===== src/rtl/rsfd_pkg.sv =====
// Shared types, constants and helper functions of the serial frame decoder.
// Depends on nothing; imported by every module of the decoder.
package rsfd_pkg;

  localparam int MAX_CHANNELS = 16;
  localparam int FRAME_BYTES  = 16;
  localparam int FRAME_SLOTS  = 7;
  localparam int NUM_KNOWN    = 7;

  localparam logic [1:0] CFG_FRAME_GAP    = 2'd0;
  localparam logic [1:0] CFG_SIGNAL_LOSS  = 2'd1;
  localparam logic [1:0] CFG_SNIFF_FRAMES = 2'd2;

  localparam logic [1:0] MODE_UNKNOWN = 2'd0;
  localparam logic [1:0] MODE_TEN     = 2'd1;
  localparam logic [1:0] MODE_ELEVEN  = 2'd2;

  localparam logic [15:0] EMPTY_WORD  = 16'hffff;
  localparam logic [15:0] DROP_MAX    = 16'hffff;
  localparam logic [11:0] VALUE_MID   = 12'd1500;
  localparam logic [11:0] RAW_MID     = 12'd1024;
  // Rounded-up 2^20 / 17, so that (x * RECIP_17) >> 20 == x / 17 for x below 2^14.
  localparam logic [15:0] RECIP_17    = 16'd61681;

  localparam logic [15:0] KNOWN_MASKS [NUM_KNOWN] = '{
    16'h003f, 16'h007f, 16'h00ff, 16'h01ff, 16'h03ff, 16'h1fff, 16'h3fff
  };

  typedef struct packed {
    logic [7:0]  rx_byte;
    logic [31:0] arrival_time_us;
  } in_item_t;

  typedef struct packed {
    logic        slot_valid;
    logic [3:0]  out_channel;
    logic [11:0] out_value;
    logic [4:0]  channel_count;
    logic        eleven_bit;
    logic [15:0] drop_total;
    logic        last_slot;
  } out_item_t;

  typedef enum logic [2:0] {
    ST_IDLE,
    ST_FRAME,
    ST_SNIFF,
    ST_VOTE,
    ST_CALC,
    ST_OUT
  } state_t;

  typedef struct packed {
    logic take_byte;
    logic frame_chk;
    logic sniff_acc;
    logic vote;
    logic calc;
    logic load_out;
  } cmd_t;

  typedef struct packed {
    logic frame_end;
    logic mode_known;
    logic slot_last;
    logic out_free;
  } status_t;

  // Number of known channel masks equal to the given mask.
  function automatic logic [2:0] match_count(input logic [15:0] mask);
    logic [2:0] n;
    n = 3'd0;
    for (int i = 0; i < NUM_KNOWN; i++) begin
      if (mask == KNOWN_MASKS[i]) begin
        n = n + 3'd1;
      end
    end
    return n;
  endfunction

endpackage


===== src/rtl/rsfd_ctrl.sv =====
// Sequencer of the serial frame decoder: steps byte intake, sniffing and slot output.
// Depends on rsfd_pkg; drives commands into rsfd_dp and reads its status.
module rsfd_ctrl (
  input  logic              clk,
  input  logic              rst_n,
  input  logic              in_valid,
  output logic              in_stall,
  input  rsfd_pkg::status_t st,
  output rsfd_pkg::cmd_t    cmd
);
  import rsfd_pkg::*;

  state_t state_r, state_nxt;

  always_ff @(posedge clk) begin
    if (!rst_n) begin
      state_r <= ST_IDLE;
    end else begin
      state_r <= state_nxt;
    end
  end

  always_comb begin
    state_nxt = state_r;
    cmd       = '0;
    in_stall  = 1'b1;
    unique case (state_r)
      ST_IDLE: begin
        in_stall      = 1'b0;
        cmd.take_byte = in_valid;
        if (in_valid && st.frame_end) begin
          state_nxt = ST_FRAME;
        end
      end
      ST_FRAME: begin
        cmd.frame_chk = 1'b1;
        state_nxt     = st.mode_known ? ST_CALC : ST_SNIFF;
      end
      ST_SNIFF: begin
        cmd.sniff_acc = 1'b1;
        if (st.slot_last) begin
          state_nxt = ST_VOTE;
        end
      end
      ST_VOTE: begin
        cmd.vote  = 1'b1;
        state_nxt = ST_IDLE;
      end
      ST_CALC: begin
        cmd.calc  = 1'b1;
        state_nxt = ST_OUT;
      end
      ST_OUT: begin
        if (st.out_free) begin
          cmd.load_out = 1'b1;
          state_nxt    = st.slot_last ? ST_IDLE : ST_CALC;
        end
      end
      default: begin
        state_nxt = ST_IDLE;
      end
    endcase
  end

endmodule


===== src/rtl/rsfd_dp.sv =====
// Datapath of the serial frame decoder: frame store, timers, sniffer and slot scaling.
// Depends on rsfd_pkg; commanded by rsfd_ctrl.
module rsfd_dp (
  input  logic               clk,
  input  logic               rst_n,
  input  logic               cfg_we,
  input  logic [1:0]         cfg_addr,
  input  logic [31:0]        cfg_wdata,
  input  rsfd_pkg::in_item_t in_item,
  input  rsfd_pkg::cmd_t     cmd,
  output rsfd_pkg::status_t  st,
  output logic               out_valid,
  output rsfd_pkg::out_item_t out_item,
  input  logic               out_stall
);
  import rsfd_pkg::*;

  logic [15:0] frame_gap_r;
  logic [31:0] signal_loss_r;
  logic [3:0]  sniff_frames_r;

  logic [15:0] words_r [FRAME_BYTES/2];
  logic [4:0]  byte_cnt_r;
  logic [31:0] last_byte_t_r;
  logic [31:0] last_frame_t_r;
  logic [31:0] frame_t_r;
  logic [1:0]  mode_r;
  logic [15:0] mask_ten_r;
  logic [15:0] mask_eleven_r;
  logic [3:0]  sniff_cnt_r;
  logic [15:0] drop_cnt_r;
  logic [2:0]  slot_r;
  logic [4:0]  count_r;

  logic        c_valid_r;
  logic [3:0]  c_chan_r;
  logic        c_neg_r;
  logic [13:0] c_m10_r;

  logic        out_valid_r;
  out_item_t   out_item_r;

  // Byte intake.
  logic        gap_hit;
  logic [3:0]  wr_idx;
  logic [31:0] byte_gap;
  assign byte_gap = in_item.arrival_time_us - last_byte_t_r;
  assign gap_hit  = (byte_gap > {16'd0, frame_gap_r}) && (byte_cnt_r != 5'd0);
  assign wr_idx   = gap_hit ? 4'd0 : byte_cnt_r[3:0];

  // Frame check.
  logic [31:0] frame_gap;
  logic        loss_hit;
  assign frame_gap = frame_t_r - last_frame_t_r;
  assign loss_hit  = (frame_gap > signal_loss_r) && (mode_r != MODE_UNKNOWN);

  // Slot word for the current slot: bytes 2 + 2 * slot and the one after it.
  logic [2:0]  word_idx;
  logic [15:0] raw;
  assign word_idx = slot_r + 3'd1;
  assign raw      = words_r[word_idx];

  // Slot decode.
  logic        eleven;
  logic [3:0]  chan;
  logic [10:0] v;
  logic [11:0] diff;
  logic [11:0] mag;
  logic [13:0] m10;
  logic        slot_ok;
  logic [4:0]  chan_p1;
  assign eleven  = (mode_r == MODE_ELEVEN);
  assign chan    = eleven ? raw[14:11] : raw[13:10];
  assign v       = eleven ? raw[10:0] : {raw[9:0], 1'b0};
  assign diff    = {1'b0, v} - RAW_MID;
  assign mag     = diff[11] ? (12'd0 - diff) : diff;
  assign m10     = {mag[10:0], 3'b000} + {2'b00, mag[10:0], 1'b0};
  assign slot_ok = (raw != EMPTY_WORD) && ({1'b0, chan} < 5'(MAX_CHANNELS));
  assign chan_p1 = {1'b0, chan} + 5'd1;

  // Scaling: value = 1500 +/- (|v - 1024| * 10) / 17.
  logic [29:0] prod;
  logic [9:0]  quot;
  logic [11:0] value;
  logic [3:0]  chan_map;
  logic [4:0]  count_rep;
  assign prod  = c_m10_r * RECIP_17;
  assign quot  = prod[29:20];
  assign value = c_neg_r ? (VALUE_MID - {2'b00, quot}) : (VALUE_MID + {2'b00, quot});
  always_comb begin
    unique case (c_chan_r)
      4'd0:    chan_map = 4'd2;
      4'd1:    chan_map = 4'd0;
      4'd2:    chan_map = 4'd1;
      default: chan_map = c_chan_r;
    endcase
  end
  assign count_rep = (count_r == 5'd13) ? 5'd12 : count_r;

  // Vote.
  logic [2:0] v10, v11;
  assign v10 = match_count(mask_ten_r);
  assign v11 = match_count(mask_eleven_r);

  always_ff @(posedge clk) begin
    if (!rst_n) begin
      frame_gap_r    <= 16'd5000;
      signal_loss_r  <= 32'd1000000;
      sniff_frames_r <= 4'd5;
      byte_cnt_r     <= 5'd0;
      last_byte_t_r  <= 32'd0;
      last_frame_t_r <= 32'd0;
      mode_r         <= MODE_UNKNOWN;
      mask_ten_r     <= 16'd0;
      mask_eleven_r  <= 16'd0;
      sniff_cnt_r    <= 4'd0;
      drop_cnt_r     <= 16'd0;
      slot_r         <= 3'd0;
      count_r        <= 5'd0;
      out_valid_r    <= 1'b0;
    end else begin
      if (cfg_we) begin
        unique case (cfg_addr)
          CFG_FRAME_GAP:    frame_gap_r    <= cfg_wdata[15:0];
          CFG_SIGNAL_LOSS:  signal_loss_r  <= cfg_wdata;
          CFG_SNIFF_FRAMES: sniff_frames_r <= cfg_wdata[3:0];
          default: ;
        endcase
      end
      if (cmd.take_byte) begin
        if (gap_hit && drop_cnt_r != DROP_MAX) begin
          drop_cnt_r <= drop_cnt_r + 16'd1;
        end
        byte_cnt_r    <= (wr_idx == 4'd15) ? 5'd0 : {1'b0, wr_idx} + 5'd1;
        last_byte_t_r <= in_item.arrival_time_us;
      end
      if (cmd.frame_chk) begin
        if (loss_hit) begin
          mode_r        <= MODE_UNKNOWN;
          mask_ten_r    <= 16'd0;
          mask_eleven_r <= 16'd0;
          sniff_cnt_r   <= 4'd0;
        end
        last_frame_t_r <= frame_t_r;
        slot_r         <= 3'd0;
        count_r        <= 5'd0;
      end
      if (cmd.sniff_acc) begin
        if (raw != EMPTY_WORD) begin
          mask_ten_r    <= mask_ten_r | (16'd1 << raw[13:10]);
          mask_eleven_r <= mask_eleven_r | (16'd1 << raw[14:11]);
        end
        slot_r <= slot_r + 3'd1;
      end
      if (cmd.vote) begin
        if (sniff_cnt_r < sniff_frames_r) begin
          sniff_cnt_r <= sniff_cnt_r + 4'd1;
        end else if (v11 == 3'd1 && v10 == 3'd0) begin
          mode_r <= MODE_ELEVEN;
        end else if (v10 == 3'd1 && v11 == 3'd0) begin
          mode_r <= MODE_TEN;
        end else begin
          mode_r        <= MODE_UNKNOWN;
          mask_ten_r    <= 16'd0;
          mask_eleven_r <= 16'd0;
          sniff_cnt_r   <= 4'd0;
        end
      end
      if (cmd.calc && slot_ok && chan_p1 > count_r) begin
        count_r <= chan_p1;
      end
      if (cmd.load_out) begin
        out_valid_r <= 1'b1;
        slot_r      <= slot_r + 3'd1;
      end else if (!out_stall) begin
        out_valid_r <= 1'b0;
      end
    end
  end

  always_ff @(posedge clk) begin
    if (cmd.take_byte) begin
      if (wr_idx[0]) begin
        words_r[wr_idx[3:1]][7:0] <= in_item.rx_byte;
      end else begin
        words_r[wr_idx[3:1]][15:8] <= in_item.rx_byte;
      end
      frame_t_r <= in_item.arrival_time_us;
    end
    if (cmd.calc) begin
      c_valid_r <= slot_ok;
      c_chan_r  <= chan;
      c_neg_r   <= diff[11];
      c_m10_r   <= m10;
    end
    if (cmd.load_out) begin
      out_item_r.slot_valid    <= c_valid_r;
      out_item_r.out_channel   <= c_valid_r ? chan_map : 4'd0;
      out_item_r.out_value     <= c_valid_r ? value : 12'd0;
      out_item_r.channel_count <= count_rep;
      out_item_r.eleven_bit    <= eleven;
      out_item_r.drop_total    <= drop_cnt_r;
      out_item_r.last_slot     <= (slot_r == 3'(FRAME_SLOTS - 1));
    end
  end

  assign st.frame_end  = (wr_idx == 4'd15);
  assign st.mode_known = !loss_hit && (mode_r != MODE_UNKNOWN);
  assign st.slot_last  = (slot_r == 3'(FRAME_SLOTS - 1));
  assign st.out_free   = !out_valid_r || !out_stall;

  assign out_valid = out_valid_r;
  assign out_item  = out_item_r;

endmodule


===== src/rtl/rc_serial_frame_decoder_core.sv =====
// Serial RC frame decoder: one receiver byte per item, seven slot results per frame once the format is known.
// Sequence: a byte is taken while the sequencer is idle; the sixteenth byte of a frame
// leads to a frame check, then either a sniff over the seven slots and a vote, or a
// decode step and an output load for each slot result.
// Throughput: one byte per cycle within a frame; the frame end occupies the sequencer.
// Reset (rst_n, synchronous, active low) restores the register defaults and clears the
// frame counter, timers, format sniffer and drop count; the frame store is not cleared.
// Depends on rsfd_pkg, rsfd_ctrl and rsfd_dp.
module rc_serial_frame_decoder_core (
  input  logic                clk,
  input  logic                rst_n,
  input  logic                cfg_we,
  input  logic [1:0]          cfg_addr,
  input  logic [31:0]         cfg_wdata,
  input  logic                in_valid,
  input  rsfd_pkg::in_item_t  in_item,
  output logic                in_stall,
  output logic                out_valid,
  output rsfd_pkg::out_item_t out_item,
  input  logic                out_stall
);
  import rsfd_pkg::*;

  // The sequencer accepts bytes only while idle. A completed frame either feeds the
  // format sniffer (one slot per cycle, then a vote) or walks its seven slots, each slot
  // passing a decode step and then a load into the output register, held while out_stall.
  cmd_t    cmd;
  status_t st;

  rsfd_ctrl u_ctrl (
    .clk      (clk),
    .rst_n    (rst_n),
    .in_valid (in_valid),
    .in_stall (in_stall),
    .st       (st),
    .cmd      (cmd)
  );

  // The datapath holds the configuration registers, the frame store and the scaler.
  rsfd_dp u_dp (
    .clk       (clk),
    .rst_n     (rst_n),
    .cfg_we    (cfg_we),
    .cfg_addr  (cfg_addr),
    .cfg_wdata (cfg_wdata),
    .in_item   (in_item),
    .cmd       (cmd),
    .st        (st),
    .out_valid (out_valid),
    .out_item  (out_item),
    .out_stall (out_stall)
  );

endmodule


===== config.mk =====
export PLATFORM = sky130hd
export DESIGN_NAME = rc_serial_frame_decoder_core
export DESIGN_NICKNAME = d
export VERILOG_FILES = /design/src/rtl/rsfd_pkg.sv /design/src/rtl/rsfd_ctrl.sv /design/src/rtl/rsfd_dp.sv /design/src/rtl/rc_serial_frame_decoder_core.sv
export SDC_FILE = /design/constraint.sdc
export NUM_CORES = 1
export LEC_CHECK = 0
export BUFFER_PORTS_ARGS = -buffer_cell sky130_fd_sc_hd__buf_2
export CORE_MARGIN = 2
export CORE_UTILIZATION = 30
export DETAILED_ROUTE_END_ITERATION = 8
export SYNTH_ARGS = -nofsm -noshare
export SYNTH_HDL_FRONTEND = slang
export SYNTH_SLANG_ARGS = --single-unit

===== constraint.sdc =====
create_clock -name clk -period 8.2 [get_ports clk]
set_input_delay 0.82 -clock clk [delete_from_list [all_inputs] [get_ports clk]]
set_output_delay 0.82 -clock clk [all_outputs]
set_load 0.1 [all_outputs]

-- Yosys cells after proc, flatten, opt, wreduce, memory -nomap -nowiden
Memory sizes are Yosys's and may differ from the RTL's.
Index checks and enable logic that the tools add are counted.
Widths: inputs -> output; s select.
- register bits: 279
- memory bits (writable): 128
- bits of input ports: 79
- output and inout bits: 42
- logic and storage cells: 199
- memories kept: 1
- add/sub/neg operators: 24
- multiply operators: 1
- $lt $le $gt $ge: 4
- eq/ne operators: 35
- shift operators: 2
- mux-type cells: 76
- bitwise gates (word level): 2
- reductions and logical operators: 27
- memory list (name ; depth ; width ; read ports ; clocked after memory_dff ; wr ports ; line ; source):
    u_dp.words_r ; 8 ; 16 ; 1 ; 0 ; 1 ; rsfd_dp.sv:22 ; logic [15:0] words_r [FRAME_BYTES/2];
- operators by type and width (cell ; count):
    $mux 16 ; 16
    $sub 32x32->32 ; 2
    $mux 3 ; 20
    $add 3x1->3 const B ; 11
    $eq 16x10->1 const B ; 2
    $eq 16x13->1 const B ; 2
    $eq 16x14->1 const B ; 2
    $eq 16x6->1 const B ; 2
    $eq 16x7->1 const B ; 2
    $eq 16x8->1 const B ; 2
    $eq 16x9->1 const B ; 2
    $gt 32x16->1 ; 1
    $gt 32x32->1 ; 1
    $mux 4 ; 8
    $ne 16x16->1 const B ; 2
    $or 16x16->16 ; 2
    $shl 1x4->16 const A ; 2
    $mul 14x16->30 const B ; 1
    $mux 11 ; 2
    $mux 1 ; 19
    $add 16x1->16 const B ; 1
    $mux 5 ; 3
    $pmux 3 s5 ; 1
    $add 14x12->14 ; 1
    other kinds (34) ; 64

-- Depth between registers and ports, before layout
Gate-level depths: netlist of the first run.
- word-level depth: 20
- gate-level depth with buffers: 30
- gate-level depth less buffers: 28

-- Hierarchy
Synthesis of the first run repeated with hierarchy kept, for this count alone.
- cells, all modules: 2486
- area, all modules: 24957.7 µm²
- by module, submodules not included (module ; instances ; cells an instance ; area an instance (µm²) ; seq. area each (µm²)):
    rsfd_dp ; 1 ; 2460 ; 24715.0 ; 10239.8
    rsfd_ctrl ; 1 ; 26 ; 242.7 ; 60.1

-- Worst setup path after synthesis of the first run
No wires, ideal clock.
- path type: register -> register
- start: register u_dp.c_m10_r[12]
- end: register u_dp.out_item_r (netlist bit u_dp.out_item[31]), data pin
- setup time: 0.260 ns
- data arrival time: 6.031 ns
- required time: 7.940 ns
- slack: 1.909 ns
- cell stages (with the launch flop): 24
- buffers on the path: 0
- clock period less this slack: 6.291 ns
- cell sequence: edfxtp_1 fa_1 fa_1 inv_1 fa_1 fa_1 inv_1 fa_1 ha_1 ha_1 a21o_1 a21o_1 a21oi_1 o211ai_1 a31oi_1 xor2_1 inv_1 ha_1 nand2_1 nand2_1 o22ai_1 a21boi_0 o22ai_1 mux2_2
- cells in the longest elaborated chain, start to end: 3
- elaborated cells between the ends (all ways): 4
- classes of those cells: 2 x add/sub; 1 x mul; 1 x mux
- RTL lines (item ; line ; source):
    start: declaration ; rsfd_dp.sv:38 ; logic [13:0] c_m10_r;
    start signal: assignment ; rsfd_dp.sv:194 ; c_m10_r <= m10;
    $mul 14x16->30 (*) ; rsfd_dp.sv:87 ; assign prod = c_m10_r * RECIP_17;
    $add 11x10->12 or $sub 11x10->12 (tied branches) ; rsfd_dp.sv:89 ; assign value = c_neg_r ? (VALUE_MID - {2'b00, quot}) : (VALUE_MID + {2'b00, quot});
    $mux 12 (*) ; rsfd_dp.sv:89 ;
    end: declaration ; rsfd_dp.sv:41 ; out_item_t out_item_r;
Every way passes the cells marked *; elsewhere a longest branch is shown, timed or not.
A chain may end at the register's enable or synchronous reset.

-- Worst setup path after layout of the first run
- start: register u_dp.c_m10_r[8]
- end: register u_dp.out_item_r (netlist bit u_dp.out_item[31]), data pin
The elaborated chain is that of the path after synthesis.

==> impl_metrics.tcl, run 1 <==
set metrics [dict create \
    post_drt_wl_per_cell_um 15.7 \
    initialDrtViolationCount 1047 \
    cpPeakStageDelay_ps 540 \
    min_to "u_dp.frame_t_r[0]$_DFFE_PP_" \
    period_share_pct 83.5 \
    ys_seq_area_share_pct 40.5 \
    hp-class "input port to flop" \
    finalSetupTns_ps 0 \
    synth_edf_count 219 \
    crit_chain "ha_1 -> inv_1 -> fa_1 -> fa_1 -> inv_1 -> fa_1 -> fa_1 -> ha_1 -> ha_1 -> a21o_1 -> a21o_1 -> a2111oi_0 -> o211ai_1 -> a31oi_1 -> xor2_1 -> inv_1 -> ha_1 -> nand2_1 -> nand2_1 -> o22ai_1 -> a21boi_0 -> o22ai_1 -> mux2_2" \
    grt_pass1_wl_um 97500 \
    synth_fa_ha_area_share_pct 16.3 \
    critPathRequiredTime_ps 8540 \
    dieHeight_um 295 \
    r2r_slack_ps 1350 \
    reg2reg_from "u_dp.c_m10_r[8]$_DFFE_PN_" \
    cts-buffers-inserted 46 \
    clock.fmax_ghz 0.146 \
    power.density_mw_per_mm2 163 \
    firstDrtPassIters 5 \
    setup_violations 0 \
    timing.rr.end "u_dp.out_item[31]$_SDFFCE_PN0P_" \
    layout.cells.most_common "nand2_1" \
    vdd_ir_drop_max_mv 0.137 \
    clk_path_buf_depth 3 \
    totalWireLength_um 61200 \
    layout_common_cells "344 x nand2_1, 260 x a21oi_1, 253 x inv_1" \
    place_inst 3815 \
    rows 106 \
    cts.clk_slew.worst_paths_ps 60 \
    postCtsHoldBufs 0 \
    vias 18859 \
    hold_viol 0 \
    nets 3109 \
    port_buffers 120 \
    fp.dieArea_mm2 0.0871 \
    ys.warnings.count 0 \
    dp_hpwl_um 46400 \
    yosysUniqueCellTypes 89 \
    rsz0062_at_grt "no" \
    grt_max_degree 69 \
    r2r_cells 23 \
    cap_violations 0 \
    drive_gt1_share_pct 10.8 \
    die_w_um 295 \
    cts_resized 0 \
    gr-total-overflow 0 \
    synth-simple-area-share_pct 16.4 \
    coreArea_mm2 0.0838 \
    synth_flop_cell "edfxtp_1" \
    grt_pass1_vias 17814 \
    syn2layout_area_growth_pct 12.6 \
    min_path_cells 1 \
    synth_top_family_by_area "simple AND/OR/NAND/NOR gates" \
    critPathSlowestCell "a2111oi_0" \
    cp_max_fo 7 \
    min_period_ps 6850 \
    ant_nets 0 \
    muxShareOfSynthArea_pct 5.05 \
    synthArstFlopShare_pct 0 \
    syn_avg_cell_area_um2 9.60 \
    tightest_slew_ps 1180 \
    n_fill_cell 8620 \
    hold_start "in_item[0]" \
    syn_inst 2649 \
    track_usage_pct 14.0 \
    crit_type "flop to flop" \
    clock_skew_ps 19.9 \
    syn_nets 3029 \
    clock_latency_ps 590 \
    maxSlewHeadroom_pct 21.1 \
    cts-root-buf "clkbuf_16" \
    initial_core_util_pct 30.3 \
    via_per_inst 4.83 \
    htree_levels 2 \
    io_pins 121 \
    drc_errors 0 \
    cts_setup_buffers 0 \
    syn-cell-area_mm2 0.0254 \
    instances_no_fill 3903 \
    worst_ep_arrival_time_ps 7180 \
    grt_antenna_before_repair 7 \
    clock-sinks 405 \
    maxSlewViolCount 0 \
    power.static_leakage_nw 11.3 \
    cts_tree "yes" \
    status "completed" \
    gp_congestion 0.853 \
    start_kind "flop" \
    yosys_register_bits 405 \
    synth_xor_xnor_area_share_pct 3.16 \
    cp-end-kind "flop" \
    synth_compound_area_share_pct 13.1 \
]
layer usage:
layer	wire length, µm	global-route usage, %
met1	30700	20.5
met2	26800	21.8
met3	2800	1.98
met4	863	3.07
met5	52	0
cell usage after synthesis, types with 8 or more instances:
master	number	share of area (%)
o211ai_1	23	0.68
nand2b_1	34	0.84
o21ai_0	83	1.6
nand3_1	54	1.1
xnor2_1	64	2.2
or3_1	16	0.39
and2_1	19	0.47
dfxtp_1	186	15
mux2i_1	36	1.4
inv_1	255	3.8
a21o_1	44	1.3
nor4_1	32	0.79
mux4_2	32	2.8
nand4_1	30	0.74
nor2_1	169	2.5
buf_1	9	0.13
fa_1	51	4.0
and3_1	21	0.52
nor3b_1	9	0.27
edfxtp_1	219	26
a31oi_1	16	0.39
mux2_2	18	0.80
nor2b_1	35	0.86
o2111ai_1	8	0.28
a21oi_1	261	5.1
xor2_1	25	0.86
or2_2	13	0.32
clkbuf_1	81	1.2
a211oi_1	14	0.41
and4_1	9	0.31
nand2_1	344	5.1
nor3_1	37	0.73
o21a_1	13	0.38
or4_1	9	0.27
ha_1	250	12
where the power goes:
part / switching [mW] / total, mW / internal, mW
Combinational: 0.309 / 0.502 / 0.193
Clock: 0.871 / 1.98 / 1.11
Sequential: 0.0194 / 2.18 / 2.16
Total: 1.20 / 4.66 / 3.46
critical path: cells and delay by family (launching register included):
family / cells / cell delay (ps)
buf+inv: 3 / 240
mux: 1 / 350
simple gates: 2 / 140
compound gates: 8 / 2010
fa+ha+maj: 8 / 3060
flops: 1 / 480
xor+xnor: 1 / 320
sequential cells by signal, summed over array words and instances (netlist names), 5 cells and up:
signal	count
u_dp.words_r	128
u_dp.out_item	40
u_dp.frame_t_r	32
u_dp.last_byte_t_r	32
u_dp.last_frame_t_r	32
u_dp.signal_loss_r	32
u_dp.drop_cnt_r	16
u_dp.frame_gap_r	16
u_dp.mask_eleven_r	16
u_dp.mask_ten_r	16
u_dp.c_m10_r	13
u_dp.count_r	5
layout make-up:
class	count	area [µm²]	area share, %
antenna	3	7.51	0.0262
clock inverter	29	246	0.861
sequential	405	10300	36.0
tap	1134	1420	4.95
timing repair buffer	135	713	2.49
clock buffer	56	1220	4.26
inverter	255	960	3.35
multi-input combinational	1886	13800	48.1
how the worst max path moves through the flow:
stage | slack, ps | startpoint | endpoint | cells past startpoint
final | 1350 | u_dp.c_m10_r[8]$_DFFE_PN_ | u_dp.out_item[31]$_SDFFCE_PN0P_ | 23
after global placement | 1060 | in_item[0] | u_ctrl.state_r[0]$_SDFFE_PN0P_ | 28
after floorplan | 1910 | u_dp.c_m10_r[12]$_DFFE_PN_ | u_dp.out_item[31]$_SDFFCE_PN0P_ | 23
after detailed placement | 1010 | in_item[3] | u_ctrl.state_r[0]$_SDFFE_PN0P_ | 27
after CTS | 1300 | u_dp.c_m10_r[8]$_DFFE_PN_ | u_dp.out_item[31]$_SDFFCE_PN0P_ | 23
after global routing | 840 | u_dp.c_m10_r[8]$_DFFE_PN_ | u_dp.out_item[31]$_SDFFCE_PN0P_ | 23
through the flow:
| stage | util (%) | hold slack (ps) | setup WS (ps) | power [mW] | cell area (µm²) |
|---|---|---|---|---|---|
| floorplan | - | 428 | 1910 | 2.57 | 25400 |
| global placement | 32.4 | 442 | 1060 | 2.72 | 27200 |
| detailed placement | 32.4 | 446 | 1010 | 2.72 | 27200 |
| CTS | 34.2 | 404 | 1300 | 4.70 | 28600 |
| global route | 34.2 | 425 | 838 | 4.86 | 28600 |
| finish | 34.2 | 439 | 1350 | 4.66 | 28600 |
cell families (layout without fill, tap and decap cells):
group                    after synthesis  after routing
AO/OA/AOI/OAI                        547            547
XOR/XNOR                              90             90
adder cells (fa/ha/maj)              301            301
buffers and inverters                358            475
flip-flops                           405            405
multiplexers                          86             86
other                                  0              3
AND/OR/NAND/NOR                      862            862
Power figures use the tool's default switching activity.
==> inputs of run 2 (changes only) <==
==> constraint.sdc (replaced) <==
create_clock -name clk -period 6.6 [get_ports clk]
set_input_delay 0.66 -clock clk [delete_from_list [all_inputs] [get_ports clk]]
set_output_delay 0.66 -clock clk [all_outputs]
set_load 0.1 [all_outputs]
==> run 2 against run 1 <==
Compared with the run above:
- die area unchanged
- non-clock buffer count up 34
- critical path depth unchanged
- combinational power up 26%
- global-route usage about the same
- setup slack worse by 1100 ps
- sequential power up 24%
- flip-flop and latch count unchanged
- final cell count up 0.79%
- first-iteration DRC count up 23%
- sequential share of layout area down 0.47 points
- power up 27%
==> impl_metrics.tcl, run 2 (synthesis gave the netlist of run 1 again) <==
set metrics [dict create \
    drive_gt1_share_pct 12.0 \
    rows 106 \
    maxSlewHeadroom_pct 26.1 \
    gr-total-overflow 0 \
    initial_core_util_pct 30.3 \
    placed_cell_area_mm2 0.0274 \
    cts-root-buf "clkbuf_16" \
    finalSetupTns_ps 0 \
    tightest_slew_ps 1100 \
    largest_reg_flops 128 \
    critPathRequiredTime_ps 6930 \
    initialDrtViolationCount 1284 \
    power.density_mw_per_mm2 205 \
    power_mw 5.94 \
    fp.dieArea_mm2 0.0871 \
    cp_max_fo 6 \
    rsz0062_at_grt "yes" \
    clock-sinks 405 \
    cp-end-kind "flop" \
    hold_viol 0 \
    regArea_mm2 0.0103 \
    power.static_leakage_nw 11.5 \
    worst_slack_ps 212 \
    io_pins 121 \
    dp_hpwl_um 46500 \
    period_share_pct 96.8 \
    clk_path_buf_depth 3 \
    cts.clk_slew.worst_paths_ps 60 \
    firstDrtPassIters 5 \
    setup_violations 0 \
    grt_pass1_vias 17937 \
    grt_pass1_wl_um 97500 \
    min_period_ps 6390 \
    hp-class "input port to flop" \
    syn2layout_area_growth_pct 14.1 \
    start_kind "flop" \
    crit_type "flop to flop" \
    multi_input_area_mm2 0.0138 \
    dieHeight_um 295 \
    totalWireLength_um 61100 \
    die_w_um 295 \
    coreArea_mm2 0.0838 \
    post_drt_wl_per_cell_um 15.5 \
    grt_max_degree 84 \
    final_core_util_pct 34.6 \
    htree_levels 2 \
    vias 18884 \
    via_per_inst 4.80 \
    ant_nets 0 \
    layout_common_cells "343 x nand2_1, 260 x a21oi_1, 253 x inv_1" \
    track_usage_pct 13.9 \
    n_fill_cell 8622 \
    vdd_ir_drop_max_mv 0.203 \
    clock_skew_ps 39.4 \
    port_buffers 120 \
    cts_tree "yes" \
    grt_antenna_before_repair 9 \
    nets 3142 \
    maxSlewViolCount 0 \
    clock.fmax_ghz 0.157 \
    status "completed" \
    cts-buffers-inserted 45 \
    layout.cells.most_common "nand2_1" \
    gp_congestion 0.861 \
    place_ws_ps 172 \
    drc_errors 0 \
    worst_ep_arrival_time_ps 6720 \
    cap_violations 0 \
    stdcell_area_mm2 0.0290 \
    clock_latency_ps 600 \
]
## run 2: changes by cell type in the layout (fill, tap and decap cells not counted), sizes merged, moves of 2 or more
cell / before / now
buf: 135 / 169
clkinv: 24 / 14
bufinv: 1 / 6
clkinvlp: 2 / 6
clkbuf: 56 / 54
## run 2: critical path, cell delays in order, from the launching register on
cell and delay [ps]:
edfxtp_1 410, fa_1 540, fa_1 510, inv_1 80
fa_1 520, fa_1 510, inv_1 50, fa_1 470
ha_1 310, ha_1 310, a21o_1 160, a21o_1 170
a21oi_1 160, o211ai_1 240, a31oi_1 260, xor2_1 200
inv_1 90, ha_1 190, nand2_1 80, nand2_1 60
o22ai_1 180, a21boi_0 120, o22ai_1 160, mux2_2 350
## run 2: report_power, final
group	total, mW	switching [mW]	internal [mW]
sequential	2.71	0.0228	2.69
clock	2.60	1.06	1.54
combinational	0.631	0.385	0.245
total	5.94	1.47	4.47
## run 2: per-layer routing
metal | vias to the layer above | wire length, µm | global-route usage (%) | share of wire (%)
met5 | - | 91 | 0 | 0.15
met4 | 14 | 1260 | 3.66 | 2.1
met3 | 80 | 2870 | 2.00 | 4.7
met2 | 338 | 26800 | 21.8 | 44
met1 | 8841 | 30100 | 20.1 | 49
li1 | 9611 | - | - | -
## run 2: worst paths after layout
| path | from | end | slack [ps] | cells past startpoint |
|---|---|---|---|---|
| max | u_dp.c_m10_r[11]$_DFFE_PN_ | u_dp.out_item[31]$_SDFFCE_PN0P_ | 210 | 23 |
| min | in_item[2] | u_dp.frame_t_r[2]$_DFFE_PP_ | 270 | 1 |
| min reg2reg | u_dp.last_byte_t_r[25]$_SDFFE_PN0P_ | u_dp.last_byte_t_r[25]$_SDFFE_PN0P_ | 450 | 2 |
| max reg2reg | u_dp.c_m10_r[11]$_DFFE_PN_ | u_dp.out_item[31]$_SDFFCE_PN0P_ | 210 | 23 |
## run 2: through the flow
step | hold slack [ps] | cells
2_1_floorplan | 428 | 2649
3_3_place_gp | 441 | 3848
3_5_place_dp | 447 | 3848
4_1_cts | 232 | 3931
5_1_grt | 252 | 3933
6_report | 272 | 3934
## run 2: repair_timing
item | 4_1_cts | 5_1_grt
setup endpoints to repair | 0 | 41
hold buffers | 0 | 0
buffers inserted | 0 | 1
gates resized for setup | 0 | 9
## run 2: cell type report
cell class | instances | share of cell area [%]
sequential | 405 | 35.5
inverter | 255 | 3.31
timing repair buffer | 169 | 3.38
clock buffer | 54 | 4.10
antenna | 2 | 0.0172
tap | 1134 | 4.89
clock inverter | 29 | 1.23
multi-input combinational | 1886 | 47.6
==> inputs of run 3 (changes only) <==
--- a/config.mk
+++ b/config.mk
@@ -7,8 +7,9 @@
 export LEC_CHECK = 0
 export BUFFER_PORTS_ARGS = -buffer_cell sky130_fd_sc_hd__buf_2
 export CORE_MARGIN = 2
-export CORE_UTILIZATION = 30
+export CORE_UTILIZATION = 63
 export DETAILED_ROUTE_END_ITERATION = 8
+export PLACE_DENSITY = 0.81
 export SYNTH_ARGS = -nofsm -noshare
 export SYNTH_HDL_FRONTEND = slang
 export SYNTH_SLANG_ARGS = --single-unit
==> run 3 against run 2 <==
Compared with the run above:
- setup slack gained 56 ps
- first-iteration DRC count is 11% higher
- non-clock buffer count is 4 lower
- sequential share of layout area up 1.2 points
- maximum frequency increased by 0.88%
- die area shrank 52%
- final cell count is 16% lower
- global-route usage is 16 points higher
- via count up 5.7%
==> impl_metrics.tcl, run 3 (synthesis gave the netlist of run 1 again) <==
set metrics [dict create \
    status "completed" \
    firstDrtPassIters 5 \
    power_mw 5.75 \
    initialDrtViolationCount 1423 \
    clock_skew_ps 28.8 \
    die_w_um 205 \
    crit_type "flop to flop" \
    cap_violations 0 \
    via_per_inst 6.02 \
    gr-total-overflow 0 \
    tightest_slew_ps 1120 \
    nets 3135 \
    coreArea_mm2 0.0398 \
    worst_ep_arrival_time_ps 6670 \
    clock.fmax_ghz 0.158 \
    reg2reg_from "u_dp.c_m10_r[13]$_DFFE_PN_" \
    instances_no_fill 3312 \
    grt_pass1_vias 19362 \
    r2r_slack_ps 270 \
    grt_max_degree 69 \
    cts-buffers-inserted 42 \
    period_share_pct 95.9 \
    hold_viol 0 \
    power.static_leakage_nw 11.5 \
    totalWireLength_um 61800 \
    layout.cells.most_common "nand2_1" \
    ant_nets 0 \
    worst_slack_ps 268 \
    cts-root-buf "clkbuf_16" \
    initial_core_util_pct 63.9 \
    grt_antenna_before_repair 2 \
    place_inst 3234 \
    r2r_cells 22 \
    start_kind "flop" \
    maxSlewHeadroom_pct 25.0 \
    dieHeight_um 205 \
    cp-end-kind "flop" \
    grt_pass1_wl_um 98800 \
    clock-sinks 405 \
    clock_latency_ps 580 \
    holdWs_ps 307 \
    drc_errors 0 \
    post_drt_wl_per_cell_um 18.6 \
    n_fill_cell 2983 \
    cts.clk_slew.worst_paths_ps 60 \
    hp-class "input port to flop" \
    placed_cell_area_mm2 0.0266 \
    min_period_ps 6330 \
    stdcell_area_mm2 0.0281 \
    largest_reg_flops 128 \
    final_core_util_pct 70.5 \
    port_buffers 120 \
    dp_hpwl_um 45800 \
    timing.rr.end "u_dp.out_item[31]$_SDFFCE_PN0P_" \
    layout_common_cells "343 x nand2_1, 259 x a21oi_1, 252 x inv_1" \
    clk_path_buf_depth 3 \
    gp_congestion 0.910 \
    htree_levels 2 \
    io_pins 121 \
    crit_path_start "u_dp.c_m10_r[13]$_DFFE_PN_" \
    postCtsHoldBufs 0 \
    finalSetupTns_ps 0 \
    fp.dieArea_mm2 0.0420 \
    critPathRequiredTime_ps 6940 \
    power.density_mw_per_mm2 205 \
    vdd_ir_drop_max_mv 0.211 \
    cts_tree "yes" \
    drive_gt1_share_pct 11.8 \
    place_ws_ps -95.1 \
    setup_violations 0 \
    cp_max_fo 7 \
    rows 73 \
    vias 19951 \
    track_usage_pct 29.6 \
    maxSlewViolCount 0 \
    cp-endpoint "u_dp.out_item[31]$_SDFFCE_PN0P_" \
    syn2layout_area_growth_pct 10.4 \
]
-- run 3: changes by cell type in the layout (fill, tap and decap cells not counted), moves of 2 or more --
cell / before / now
clkbuf_8: 3 / 1
bufinv_16: 6 / 4
clkinv_4: 2 / 0
clkinvlp_4: 6 / 0
buf_4: 48 / 44
clkinv_2: 4 / 11
-- run 3: final cells by class --
type / instances / area [µm²] / area share (%)
sequential: 405 / 10300 / 36.7
clock inverter: 23 / 243 / 0.865
multi-input combinational: 1886 / 13800 / 49.3
tap: 525 / 657 / 2.34
clock buffer: 52 / 1140 / 4.07
antenna: 1 / 2.50 / 0.00892
inverter: 255 / 958 / 3.41
timing repair buffer: 165 / 942 / 3.36
-- run 3: worst max-delay path: stages (launching register included) --
cell and delay, ps:
edfxtp_1 420, fa_1 540, fa_1 540, inv_2 60, fa_1 460, fa_1 520, inv_1 60, fa_1 480
ha_1 320, ha_1 310, a21o_1 160, a21o_1 190, a21oi_2 140, o211ai_1 90, buf_4 180, a31oi_2 180
xor2_1 110, buf_4 160, ha_1 210, a211oi_1 360, nor2_1 90, o22ai_1 180, mux2_2 350
-- run 3: how the worst min path moves through the flow --
stage                     slack (ps)                              endpoint                            startpoint  cells past startpoint
after floorplan                  430      u_dp.mask_eleven_r[5]$_SDFF_PN0_      u_dp.mask_eleven_r[5]$_SDFF_PN0_                      2
after global placement           440      u_dp.mask_eleven_r[0]$_SDFF_PN0_      u_dp.mask_eleven_r[0]$_SDFF_PN0_                      2
after detailed placement         450  u_dp.last_frame_t_r[16]$_SDFFE_PN0N_  u_dp.last_frame_t_r[16]$_SDFFE_PN0N_                      2
after CTS                        280          u_dp.frame_t_r[26]$_DFFE_PP_                           in_item[26]                      1
after global routing             290          u_dp.frame_t_r[26]$_DFFE_PP_                           in_item[26]                      1
final                            310           u_dp.frame_t_r[4]$_DFFE_PP_                            in_item[4]                      1
-- run 3: repair_timing --
item,in CTS,in global routing
endpoints found under the setup margin,1,42
setup buffers,0,2
gates cloned,0,0
pin swaps,0,5
gates resized for setup,2,13
-- run 3: metal layers --
layer  global-route usage, %  vias up  share of wire [%]
met5                       0        -              0.021
met4                    7.43        2                2.1
met3                    4.26       97                6.7
met2                    50.6      695                 48
met1                    39.6     9571                 43
li1                        -     9586                  -
-- run 3: power breakdown --
part	internal [mW]	switching, mW
Clock	1.39	1.01
Combinational	0.247	0.391
Sequential	2.69	0.0237
Total	4.33	1.42
